===== src/rtl/sine_lut_interpolator_top_assert.svh =====
// Assertion macros for the sine lookup RTL; the pipeline control is their user.
// SLI_ASSERT checks only outside reset; SLI_ASSERT_ALWAYS checks during reset too.
`ifndef SINE_LUT_INTERPOLATOR_TOP_ASSERT_SVH
`define SINE_LUT_INTERPOLATOR_TOP_ASSERT_SVH

`ifndef SYNTHESIS
`define SLI_ASSERT(name, prop, msg) \
    name: assert property (@(posedge i_clk) disable iff (!i_rst_n) prop) else $error(msg);
`define SLI_ASSERT_ALWAYS(name, prop, msg) \
    name: assert property (@(posedge i_clk) prop) else $error(msg);
`else
`define SLI_ASSERT(name, prop, msg)
`define SLI_ASSERT_ALWAYS(name, prop, msg)
`endif

`endif


===== src/rtl/sli_pkg.sv =====
`timescale 1ns / 1ps

package sli_pkg;

    // Field and datapath widths
    localparam int C_ANGLE_W = 25;
    localparam int C_SINE_W  = 17;
    localparam int C_FRAC_W  = 8;
    localparam int C_DEG_W   = C_ANGLE_W - C_FRAC_W;
    localparam int C_IDX_W   = 7;
    localparam int C_VAL_W   = 16;
    localparam int C_DIFF_W  = 11;
    localparam int C_Q_W     = 8;
    localparam int C_REM_W   = 9;
    localparam int C_HALF_W  = 8;

    // Reciprocal of 360 scaled by 2^24; exact floor for degrees up to 65536
    localparam int                   C_RECIP_SHIFT = 24;
    localparam logic [15:0]          C_RECIP_360   = 16'd46604;
    localparam int                   C_RECIP_PROD_W = C_DEG_W + 16;

    localparam logic [C_REM_W-1:0]  C_FULL_TURN = 9'd360;
    localparam logic [C_REM_W-1:0]  C_HALF_TURN = 9'd180;
    localparam logic [C_HALF_W-1:0] C_QUARTER   = 8'd90;
    localparam logic [C_HALF_W-1:0] C_MIRROR_LO = 8'd179;
    localparam logic [C_HALF_W-1:0] C_MIRROR_HI = 8'd180;
    localparam logic [C_IDX_W-1:0]  C_LAST_IDX  = 7'd90;

    // sin(k deg) * 65535, k = 0..90
    localparam logic [C_VAL_W-1:0] C_QUARTER_TBL [0:90] = '{
        16'd0,     16'd1144,  16'd2287,  16'd3430,  16'd4571,  16'd5712,  16'd6850,
        16'd7987,  16'd9121,  16'd10252, 16'd11380, 16'd12505, 16'd13625, 16'd14742,
        16'd15854, 16'd16962, 16'd18064, 16'd19161, 16'd20251, 16'd21336, 16'd22414,
        16'd23486, 16'd24550, 16'd25607, 16'd26655, 16'd27696, 16'd28729, 16'd29752,
        16'd30767, 16'd31772, 16'd32768, 16'd33753, 16'd34728, 16'd35693, 16'd36647,
        16'd37589, 16'd38521, 16'd39440, 16'd40347, 16'd41243, 16'd42125, 16'd42995,
        16'd43851, 16'd44695, 16'd45524, 16'd46340, 16'd47142, 16'd47929, 16'd48702,
        16'd49460, 16'd50203, 16'd50930, 16'd51642, 16'd52339, 16'd53019, 16'd53683,
        16'd54331, 16'd54962, 16'd55577, 16'd56174, 16'd56755, 16'd57318, 16'd57864,
        16'd58392, 16'd58902, 16'd59395, 16'd59869, 16'd60325, 16'd60763, 16'd61182,
        16'd61583, 16'd61965, 16'd62327, 16'd62671, 16'd62996, 16'd63302, 16'd63588,
        16'd63855, 16'd64103, 16'd64331, 16'd64539, 16'd64728, 16'd64897, 16'd65047,
        16'd65176, 16'd65286, 16'd65375, 16'd65445, 16'd65495, 16'd65525, 16'd65535
    };

    // Load enables, one per pipeline register
    typedef struct packed {
        logic in_reg;
        logic stg_a;
        logic stg_b;
        logic stg_c;
        logic out_reg;
    } t_pipe_en;

    // Folded first-quarter position
    typedef struct packed {
        logic [C_IDX_W-1:0]  idx;
        logic [C_FRAC_W-1:0] frac;
        logic                interp;
        logic                neg;
    } t_fold;

    // Quarter-wave table read; entries past 90 read as zero
    function automatic logic [C_VAL_W-1:0] sli_quarter(input logic [C_IDX_W-1:0] idx);
        logic [C_VAL_W-1:0] val;
        val = '0;
        if (idx <= C_LAST_IDX) begin
            val = C_QUARTER_TBL[idx];
        end
        return val;
    endfunction

endpackage


===== src/rtl/sine_lut_interpolator_top.sv =====
// A request passes five registers (input, magnitude/quotient, fold, table read,
// result) before o_valid rises.
// Throughput: one request per cycle unless back-pressure fills the pipe; each of the five registers advances on
// its own, so bubbles close up while a stalled result waits.
// Reset clears only the stage valid bits; datapath registers are not reset.
`timescale 1ns / 1ps

module sine_lut_interpolator_top import sli_pkg::*; (
    input  logic                        i_clk,
    input  logic                        i_rst_n,
    input  logic                        i_valid,
    output logic                        o_ready,
    input  logic signed [C_ANGLE_W-1:0] i_angle,
    output logic                        o_valid,
    input  logic                        i_ready,
    output logic signed [C_SINE_W-1:0]  o_sine
);

    t_pipe_en w_en;
    t_fold    w_fold;

    // Handshake and stage enables
    sli_pipe_ctrl u_ctrl (
        .i_clk   (i_clk),
        .i_rst_n (i_rst_n),
        .i_valid (i_valid),
        .i_ready (i_ready),
        .o_ready (o_ready),
        .o_valid (o_valid),
        .o_en    (w_en)
    );

    // Range reduction to the first quarter
    sli_reduce u_reduce (
        .i_clk   (i_clk),
        .i_en    (w_en),
        .i_angle (i_angle),
        .o_fold  (w_fold)
    );

    // Table lookup and linear interpolation
    sli_interp u_interp (
        .i_clk  (i_clk),
        .i_en   (w_en),
        .i_fold (w_fold),
        .o_sine (o_sine)
    );

endmodule


===== src/rtl/sli_pipe_ctrl.sv =====
`timescale 1ns / 1ps
`include "sine_lut_interpolator_top_assert.svh"

module sli_pipe_ctrl import sli_pkg::*; (
    input  logic     i_clk,
    input  logic     i_rst_n,
    input  logic     i_valid,
    input  logic     i_ready,
    output logic     o_ready,
    output logic     o_valid,
    output t_pipe_en o_en
);

    // r_vld[0] input register ... r_vld[4] result register
    logic [4:0] r_vld;
    logic [4:0] n_vld;
    logic [4:0] w_load;

    // A stage loads when empty or when its content moves on
    always_comb begin
        w_load[4] = !r_vld[4] || i_ready;
        w_load[3] = !r_vld[3] || w_load[4];
        w_load[2] = !r_vld[2] || w_load[3];
        w_load[1] = !r_vld[1] || w_load[2];
        w_load[0] = !r_vld[0] || w_load[1];
    end

    always_comb begin
        n_vld = r_vld;
        if (w_load[0]) n_vld[0] = i_valid;
        if (w_load[1]) n_vld[1] = r_vld[0];
        if (w_load[2]) n_vld[2] = r_vld[1];
        if (w_load[3]) n_vld[3] = r_vld[2];
        if (w_load[4]) n_vld[4] = r_vld[3];
    end

    always_ff @(posedge i_clk) begin
        if (!i_rst_n) begin
            r_vld <= '0;
        end else begin
            r_vld <= n_vld;
        end
    end

    assign o_ready = w_load[0];
    assign o_valid = r_vld[4];

    always_comb begin
        o_en.in_reg  = w_load[0];
        o_en.stg_a   = w_load[1];
        o_en.stg_b   = w_load[2];
        o_en.stg_c   = w_load[3];
        o_en.out_reg = w_load[4];
    end

    // A full pipe with a stalled output takes no new request
    `SLI_ASSERT(a_full_stall, (&r_vld && !i_ready) |-> !o_ready, "full pipe accepted a request")
    // An accepted request lands in the input register
    `SLI_ASSERT(a_accept_lands, (i_valid && o_ready) |=> r_vld[0], "accepted request was lost")
    // A taken result is refilled from the stage behind it
    `SLI_ASSERT(a_out_refill, (o_valid && i_ready) |=> (r_vld[4] == $past(r_vld[3])),
        "result register refill mismatch")

endmodule


===== src/rtl/sli_reduce.sv =====
`timescale 1ns / 1ps

module sli_reduce import sli_pkg::*; (
    input  logic                        i_clk,
    input  t_pipe_en                    i_en,
    input  logic signed [C_ANGLE_W-1:0] i_angle,
    output t_fold                       o_fold
);

    // Input register
    logic [C_ANGLE_W-1:0] r_angle;

    always_ff @(posedge i_clk) begin
        if (i_en.in_reg) begin
            r_angle <= i_angle;
        end
    end

    // Stage A: magnitude, whole degrees, quotient by 360
    logic [C_ANGLE_W-1:0]      w_mag;
    logic [C_RECIP_PROD_W-1:0] w_prod;
    logic [C_DEG_W-1:0]        r_a_deg;
    logic [C_Q_W-1:0]          r_a_q;
    logic [C_FRAC_W-1:0]       r_a_frac;
    logic                      r_a_neg;

    always_comb begin
        w_mag  = r_angle[C_ANGLE_W-1] ? (C_ANGLE_W'(0) - r_angle) : r_angle;
        w_prod = C_RECIP_PROD_W'(w_mag[C_ANGLE_W-1:C_FRAC_W])
               * C_RECIP_PROD_W'(C_RECIP_360);
    end

    always_ff @(posedge i_clk) begin
        if (i_en.stg_a) begin
            r_a_deg  <= w_mag[C_ANGLE_W-1:C_FRAC_W];
            r_a_q    <= w_prod[C_RECIP_SHIFT +: C_Q_W];
            r_a_frac <= w_mag[C_FRAC_W-1:0];
            r_a_neg  <= r_angle[C_ANGLE_W-1];
        end
    end

    // Stage B: remainder, half-turn fold, second-quarter mirror
    logic [C_DEG_W-1:0]  w_rem_full;
    logic [C_REM_W-1:0]  w_rem;
    logic                w_upper;
    logic [C_HALF_W-1:0] w_half;
    logic                w_frac_nz;
    t_fold               n_fold;
    t_fold               r_fold;

    always_comb begin
        w_rem_full = r_a_deg - (C_DEG_W'(r_a_q) * C_DEG_W'(C_FULL_TURN));
        w_rem      = w_rem_full[C_REM_W-1:0];
        w_upper    = (w_rem >= C_HALF_TURN);
        w_half     = w_upper ? C_HALF_W'(w_rem - C_HALF_TURN) : w_rem[C_HALF_W-1:0];
        w_frac_nz  = |r_a_frac;

        n_fold.neg  = r_a_neg ^ w_upper;
        n_fold.idx  = w_half[C_IDX_W-1:0];
        n_fold.frac = r_a_frac;
        if (w_half >= C_QUARTER) begin
            if (w_frac_nz) begin
                n_fold.idx  = C_IDX_W'(C_MIRROR_LO - w_half);
                n_fold.frac = C_FRAC_W'(0) - r_a_frac;
            end else begin
                n_fold.idx  = C_IDX_W'(C_MIRROR_HI - w_half);
            end
        end
        n_fold.interp = w_frac_nz && (n_fold.idx != C_LAST_IDX);
    end

    always_ff @(posedge i_clk) begin
        if (i_en.stg_b) begin
            r_fold <= n_fold;
        end
    end

    assign o_fold = r_fold;

endmodule


===== src/rtl/sli_interp.sv =====
`timescale 1ns / 1ps

module sli_interp import sli_pkg::*; (
    input  logic                       i_clk,
    input  t_pipe_en                   i_en,
    input  t_fold                      i_fold,
    output logic signed [C_SINE_W-1:0] o_sine
);

    // Stage C: table reads and step to the next entry
    logic [C_VAL_W-1:0]  w_base;
    logic [C_VAL_W-1:0]  w_next;
    logic [C_VAL_W-1:0]  w_step;
    logic [C_VAL_W-1:0]  r_c_base;
    logic [C_DIFF_W-1:0] r_c_diff;
    logic [C_FRAC_W-1:0] r_c_frac;
    logic                r_c_neg;

    always_comb begin
        w_base = sli_quarter(i_fold.idx);
        w_next = sli_quarter(i_fold.idx + C_IDX_W'(1));
        w_step = w_next - w_base;
    end

    always_ff @(posedge i_clk) begin
        if (i_en.stg_c) begin
            r_c_base <= w_base;
            r_c_diff <= i_fold.interp ? w_step[C_DIFF_W-1:0] : '0;
            r_c_frac <= i_fold.frac;
            r_c_neg  <= i_fold.neg;
        end
    end

    // Stage D: interpolate, apply sign
    localparam int C_IPROD_W = C_DIFF_W + C_FRAC_W;

    logic [C_IPROD_W-1:0] w_iprod;
    logic [C_VAL_W-1:0]   w_val;
    logic [C_SINE_W-1:0]  w_mag;
    logic [C_SINE_W-1:0]  r_sine;

    always_comb begin
        w_iprod = C_IPROD_W'(r_c_diff) * C_IPROD_W'(r_c_frac);
        w_val   = r_c_base + C_VAL_W'(w_iprod[C_IPROD_W-1:C_FRAC_W]);
        w_mag   = {1'b0, w_val};
    end

    always_ff @(posedge i_clk) begin
        if (i_en.out_reg) begin
            r_sine <= r_c_neg ? (C_SINE_W'(0) - w_mag) : w_mag;
        end
    end

    assign o_sine = r_sine;

endmodule


===== config.mk =====
export PLATFORM = sky130hd
export DESIGN_NAME = sine_lut_interpolator_top
export DESIGN_NICKNAME = d
export VERILOG_FILES = /design/src/rtl/sli_pkg.sv /design/src/rtl/sine_lut_interpolator_top.sv /design/src/rtl/sli_pipe_ctrl.sv /design/src/rtl/sli_reduce.sv /design/src/rtl/sli_interp.sv
export VERILOG_INCLUDE_DIRS = /design/src /design/src/rtl
export SDC_FILE = /design/constraint.sdc
export NUM_CORES = 1
export LEC_CHECK = 0
export ABC_AREA = 1
export ABC_CLOCK_PERIOD_IN_PS = 6200
export BUFFER_PORTS_ARGS = -buffer_cell sky130_fd_sc_hd__clkbuf_2
export CORE_MARGIN = 2
export CORE_UTILIZATION = 35
export DETAILED_ROUTE_END_ITERATION = 8
export HOLD_SLACK_MARGIN = 0.08
export PLACE_DENSITY = 0.57
export SYNTH_ARGS = -nofsm -noshare
export SYNTH_HDL_FRONTEND = slang
export SYNTH_SLANG_ARGS = --single-unit

===== constraint.sdc =====
create_clock -name i_clk -period 6.2 [get_ports i_clk]
set_input_delay 0 -clock i_clk [delete_from_list [all_inputs] [get_ports i_clk]]
set_output_delay 0 -clock i_clk [all_outputs]
set_load 0.005 [all_outputs]

==> results.md, run 1 <==
- The run finished, with violations left.
- The final reports fail on negative setup slack.
- The endpoint of the worst hold-timing path is u_reduce.r_angle[11].
- The horizontal die dimension is 219 um.
- In this run the critical register-to-register path is launched from u_reduce.r_angle[0].
- After the last flow step, the layout net total stands at 2734.
- The synthesized netlist occupies a cell area of 0.0162 mm2.
- The worst-skew pair later-pin latency is 0.44 ns.
- The element type at the critical path start is a register.
- The first detailed-routing pass took 5 iterations.
- The number of maximum-capacitance violations is 0.
- In this run the count of I/O pins placed on the die edge is 48.
- The biggest area contributor in the post-synthesis netlist is sky130_fd_sc_hd__edfxtp_1.
- The longest clock path from root to sink contains 2 buffers.
- Dividing the detail-routed wire length by the instance count gives 16.3 um.
- In the synthesized netlist the async set-or-reset flop fraction comes to 0.
- The final cycle utilization of the critical path is 1.06.
- The number of setup violations in the final report is 16.
- The sequential-to-total area share from yosys stat is 0.226.
- Averaged over all synthesized cells, the footprint is 7.88 um2.
- In the routed layout, each cell is associated on average with a via count of 5.03.
- Routability-driven placement finished with a final weighted congestion of 1.00.
- The via total after detailed routing is 15043.
- The number of global-route vias before repair is 15472.
- The depth of the most critical reg-to-reg path is 28.
- In the layout the commonest cells are sky130_fd_sc_hd__inv_1 (387), sky130_fd_sc_hd__nand2_1 (335), sky130_fd_sc_hd__buf_4 (261).
- The CTS tree is done.
- The hold path startpoint is i_angle[11].
- The number of different library cells used by synthesis comes to 62.
- The largest net degree at the start of global routing is 52.
- At the worst endpoint, the required time is 6.38 ns.
- The type of the tightest min-delay check is in -> reg.
- Input and output buffers added on the ports amount to 47.
- The area overhead of the layout relative to synthesis is 30.4%.
- For this design, the slowest cell found on the critical path is sky130_fd_sc_hd__fa_1.
- The endpoint arrival time on the critical path is 6.74 ns.
- The remaining antenna violation count after routing is 0.
- The delay of the slowest critical-path stage is 0.57 ns.
- The overall track demand over capacity in global routing is 0.204.
- After the first detailed-routing iteration, the DRC count stood at 1089.
- After clock tree synthesis, the clock-pin slew on the worst setup and hold paths is 0.06 ns.
- The clock arrives with 0.0103 ns of skew.
- The clock net in this run drives a total of 124 sinks.
- The max-slew violation total from the final report is 0.
- The placed wire-length estimate after detailed placement is 37.5 mm.
- The non-filler instance count after layout is 2992.
- The y dimension of the die is 219 um.
- For this run, the top clock speed supported by timing is 152 MHz.
- The post-route worst setup slack is -0.361 ns.
- Of the cells placed in the final design, the portion with a size suffix greater than 1 is 0.242.
- The remaining max-slew budget at the tightest pin is 0.226.
- The row count is 78.
- The initial antenna violation count is 0.
- Along the worst path, the maximum fanout reaches 3.
- The most common library cell in the layout ignoring fill and taps is sky130_fd_sc_hd__inv_1.
- The total congestion overflow is 0.
- Yosys printed 0 warnings.
- The total of flip-flops plus latches after synthesis is 124.
- In the post-synthesis netlist, the biggest area contributors are sky130_fd_sc_hd__edfxtp_1 (22%), sky130_fd_sc_hd__ha_1 (16%), sky130_fd_sc_hd__fa_1 (14%).
- The number of hold violations in the final report is 0.
- The total die area is 0.0482 mm2.
- The depth of the worst hold-timing path is 2.
- The number of enable-type register cells in the synthesized netlist is 119.
- The H-tree was split into 4 levels.
- Setup repair after global routing could not meet its margin everywhere.
- In this run the standard cell core region covers 0.0456 mm2.
- The residual DRC count is 0.
- The worst-case register-to-register setup slack is -0.36 ns.
- The most repeated library cell on the critical path is sky130_fd_sc_hd__fa_1.
- The primary flip-flop cell chosen by synthesis mapping is sky130_fd_sc_hd__edfxtp_1.
- The cell sitting at the root of the clock tree is a sky130_fd_sc_hd__clkbuf_16.
- Counting every net in the synthesized netlist gives 2417.
- The number of CTS-inserted buffers is 17.
- After technology mapping, the gate count stands at 2062.
- The final period demand of the worst path is 6.56 ns.
- The number of antenna diodes in the final layout is 0.
- At the pin with the least slew margin, the transition time is 1.16 ns.
- The post-detailed-routing wire length is 48.8 mm.
- The top cell type's share of synthesized area is 0.220.
- The endpoint type of the worst setup path is a register.
- The effective utilization at floorplan is 0.357.
- The critical setup path kind is reg -> reg.
- In this run the critical register-to-register path is captured at u_reduce.r_a_q[5].
- The global-route wire length before repair is 77.9 mm.
- Including well taps, the total number of placed cells is 2865.
==> timing repair <==
| item | in CTS | in global routing |
|---|---|---|
| setup buffers | 34 | 34 |
| hold buffers | 28 | 0 |
| pin swaps | 72 | 107 |
| endpoints found under the hold margin | 30 | 0 |
| gates resized for setup | 80 | 144 |
| endpoints found under the setup margin | 18 | 19 |
==> how the worst max path moves through the flow <==
stage                              start                   to
floorplan           u_interp.r_c_frac[6]  u_interp.o_sine[12]
global placement    u_interp.r_c_frac[7]  u_interp.o_sine[15]
detailed placement  u_interp.r_c_frac[7]  u_interp.o_sine[15]
CTS                  u_reduce.r_angle[0]    u_reduce.r_a_q[4]
global route        u_interp.r_c_diff[5]  u_interp.o_sine[15]
finish               u_reduce.r_angle[0]    u_reduce.r_a_q[5]
==> registers in the layout, summed over array words and instances, names as in the netlist <==
name,cells
u_reduce.r_a_frac,8
u_interp.o_sine,17
u_interp.r_c_base,16
u_ctrl.r_vld,5
u_interp.r_c_neg,1
u_reduce.o_fold,17
u_interp.r_c_diff,11
u_reduce.r_angle,25
u_interp.r_c_frac,8
u_reduce.r_a_deg,9
u_reduce.r_a_neg,1
u_reduce.r_a_q,6
==> per-layer routing <==
| metal | part of all wire | vias to the layer above | routed length, um | global-route usage |
|---|---|---|---|---|
| met4 | 0.039 | 0 | 1920 | 0.0829 |
| met1 | 0.42 | 7159 | 20300 | 0.251 |
| li1 | - | 7368 | - | - |
| met5 | 0 | - | 0 | 0 |
| met2 | 0.50 | 396 | 24400 | 0.360 |
| met3 | 0.044 | 120 | 2130 | 0.0258 |
==> through the flow <==
| step | hold slack (ns) | util | instance area [um2] | TNS, ns | setup WS [ns] |
|---|---|---|---|---|---|
| 2_1_floorplan | 0.0989 | - | 16500 | -0.180 | -0.105 |
| 3_3_place_gp | 0.179 | 0.414 | 18900 | -4.04 | -0.412 |
| 3_5_place_dp | 0.179 | 0.414 | 18900 | -5.46 | -0.482 |
| 4_1_cts | 0.255 | 0.445 | 20300 | -3.17 | -0.327 |
| 5_1_grt | 0.271 | 0.465 | 21200 | -9.08 | -0.689 |
| 6_report | 0.280 | 0.465 | 21200 | -3.87 | -0.361 |
==> synth_stat cells (all sizes together), types with 6 or more instances <==
cell type and count:
fa 116, o221ai 11, xnor2 30, a21oi 112, buf 16, nand4 15, ha 210, inv 423
o21ai 126, nand2 372, nand3b 8, a31oi 17, o211ai 21, nor4 6, nand3 71, o31ai 11
nor3 36, a211oi 11, o22ai 7, nor2 156, a21o 7, xor2 54, o21a 6, a221oi 9
clkbuf 50, edfxtp 119
==> kinds of logic (layout without fill, tap and decap cells) <==
group / Yosys count / count (layout) / synth area share
XOR/XNOR: 84 / 84 / 0.0457
buffers and inverters: 491 / 821 / 0.115
flip-flops: 124 / 124 / 0.226
adder cells (fa/ha/maj): 326 / 326 / 0.305
AO/OA/AOI/OAI: 367 / 367 / 0.136
AND/OR/NAND/NOR: 670 / 670 / 0.173
==> layout make-up <==
class | count | area (um2)
timing repair buffer | 364 | 2800
fill | 4336 | 24400
clock buffer | 17 | 425
inverter | 425 | 1600
clock inverter | 15 | 143
sequential | 124 | 3670
multi-input combinational | 1447 | 11800
tap | 600 | 751
==> worst max-delay path: cells and delay by family, from the launching register on <==
kind,cells,cell delay (ns)
simple gates,9,1.25
buf+inv,6,0.68
compound gates,4,0.52
fa+ha+maj,7,3.23
xor+xnor,2,0.18
flops,1,0.44
Power of run 1 is left out: the tool's default activity adds up to more than one toggle a clock period on the data nets, which glitch-free logic cannot reach.
==> run 2: changes to the inputs <==
SKIP_CTS_REPAIR_TIMING = 1   (was default)
==> run 2 against run 1 <==
  * Critical endpoint is now u_interp.o_sine[14]
  * Non-clock buffer count is 33 lower
  * Worst setup slack worse by 0.061 ns
  * Largest cell class unchanged
  * Cell area is 1.5% lower
  * Clock-buffer cell count stayed put
  * Core utilization is 0.70 points lower
  * The flow still finishes with violations (negative setup slack)
  * Fmax is 0.92% lower
  * Clock skew is 0.0020 ns lower
==> results.md, run 2 (same netlist as run 1, synthesis figures left out) <==
- The number of global-route vias before repair came to 14919 (-3.6%).
- The global-route wire length before repair is 75.3 mm (-3.3%).
- The total I/O pin count is 48 (unchanged).
- The placeable core region is 0.0456 mm2 (unchanged).
- The count of buffers inserted at the top-level ports is 47 (unchanged).
- The element type at the critical path start is a register.
- The worst-case register-to-register setup slack was -0.42 ns (-0.06 ns).
- The clock skew after layout is 0.00832 ns (-0.00198 ns).
- The count of routing violations after the opening detailed-route iteration is 925 (-15%).
- The delay of the slowest critical-path stage is 0.53 ns (-0.04 ns).
- The final reports fail on negative setup slack.
- The required time of the worst setup path is 6.39 ns (about the same).
- The max-slew violation total from the final report came to 0 (unchanged).
- The clock tree buffer depth is 2 (unchanged).
- The number of instances in the placed design was 2865 (unchanged).
- The flip-flop count of the largest register, all copies and words added came to 25 (unchanged).
- The endpoint arrival time on the critical path is 6.82 ns (+0.08 ns).
- The share of layout cells above drive strength 1 came to 0.223 (-0.0199).
- Compared with the post-synthesis result, the final layout area differs by 28.4%.
- The clock-pin slew reported for the worst setup and hold paths after clock tree synthesis is 0.06 ns (about the same).
- The effective utilization at floorplan is 0.357 (unchanged).
- The buffering stage count on the worst path with inverters included is 8 (+2).
- The most critical setup path has its startpoint at u_interp.r_c_frac[6].
- The horizontal die dimension is 219 um (unchanged).
- The number of hold violations in the final report was 0 (unchanged).
- The final period demand of the worst path is 6.62 ns (+0.0608 ns).
- The hold path startpoint is i_angle[0].
- The clock sink total is 124 (unchanged).
- The number of levels the H-tree was split into was 4 (unchanged).
- By startpoint and endpoint, the worst setup path is classified as reg -> reg.
- The count of TritonRoute iterations in the first routing pass was 5 (unchanged).
- The slowest stage cell on the critical path is sky130_fd_sc_hd__edfxtp_1.
- The library cell used most frequently in the layout, excluding fill and tap cells, is sky130_fd_sc_hd__inv_1.
- The residual DRC count is 0 (unchanged).
- The cell family with the largest share of critical-path delay is adder cells.
- The number of maximum-capacitance violations is 0 (unchanged).
- The library cells used most frequently in the layout, excluding fill and tap cells, are sky130_fd_sc_hd__inv_1 (395), sky130_fd_sc_hd__nand2_1 (343), sky130_fd_sc_hd__buf_4 (237).
- The worst hold-check slack is 0.277 ns (-0.00317 ns).
- The most repeated library cell on the critical path is sky130_fd_sc_hd__inv_2.
- The endpoint type of the worst setup path is a register.
- The final layout net count is 2701 (-1.2%).
- The initial antenna violation count is 0 (unchanged).
- The final antenna diode count was 0 (unchanged).
- The maximum clock rate is 151 MHz (-0.92%).
- The remaining antenna violation count after routing was 0 (unchanged).
- The root buffer cell chosen for the clock tree is sky130_fd_sc_hd__clkbuf_16.
- The path class of the tightest hold or removal check is in -> reg.
- The run finished, with violations left.
- The worst-skew pair later-pin latency is 0.44 ns (about the same).
- The worst register-to-register path begins at u_interp.r_c_frac[6].
- The slew at the pin closest to its max-slew limit is 1.11 ns (-0.0459 ns).
- The average wire per cell in the routed design is 16.2 um (-0.61%).
- The non-filler instance count after layout is 2959 (-1.1%).
- The placed wire-length estimate after detailed placement came to 37.5 mm (unchanged).
- The CTS tree is done.
- The number of filler instances in the final layout is 4399 (+1.5%).
- The y dimension of the die is 219 um (unchanged).
- The overall track demand over capacity in global routing is 0.197 (-0.00662).
- The ratio of routed vias to standard cells was 5.03 (about the same).
- The total die area is 0.0482 mm2 (unchanged).
- The post-route worst setup slack is -0.421 ns (-0.0608 ns).
- The largest net degree at the start of global routing was 52 (unchanged).
- The via total after detailed routing came to 14885 (-1.1%).
- The row count came to 78 (unchanged).
- The post-detailed-routing wire length is 48.0 mm (-1.7%).
- The largest fanout on the critical path is 8 (+5).
- More flip-flops sit in one register than any other, and that register is u_reduce.r_angle.
- The number of CTS-inserted buffers is 17 (unchanged).
- The total congestion overflow is 0 (unchanged).
- The remaining max-slew budget at the tightest pin is 0.257 (+0.0307).
- The final standard cell utilization of the core was 0.458 (-0.00700).
- Setup repair after global routing could not meet its margin everywhere.
- The final cycle utilization of the critical path is 1.07 (+0.00981).
- The placer's final routability congestion estimate is 1.00 (unchanged).
- The setup TNS is -4.31 ns (-0.433 ns).
- The number of setup violations in the final report came to 16 (unchanged).
run 2: layout make-up:
cell class | instances | area (um2) | share of cell area
clock buffers | 17 | 425 | 0.0204
flip-flops and latches | 124 | 3670 | 0.176
multi-input cells | 1447 | 11800 | 0.564
clock inverters | 15 | 143 | 0.00683
repair buffers | 331 | 2510 | 0.120
well taps | 600 | 751 | 0.0360
inverters | 425 | 1600 | 0.0764
run 2: final timing paths:
| path | cells after the start | end |
|---|---|---|
| max | 35 | u_interp.o_sine[14] |
| max reg2reg | 35 | u_interp.o_sine[14] |
| min reg2reg | 0 | u_interp.r_c_neg |
| min | 2 | u_reduce.r_angle[0] |
run 2: metal layers:
metal | share of wire | track usage | vias to the layer above
met5 | 0 | 0 | -
met4 | 0.036 | 0.0782 | 0
met3 | 0.046 | 0.0248 | 108
met2 | 0.50 | 0.343 | 376
met1 | 0.41 | 0.248 | 7094
li1 | - | - | 7307
run 2: metrics by stage:
stage                     setup WS (ns)  cell area, um2
after floorplan                  -0.105           16500
after global placement           -0.412           18900
after detailed placement         -0.482           18900
after CTS                        -0.545           19400
after global routing             -0.815           20900
final                            -0.421           20900
Power of run 2 is left out for the same reason.
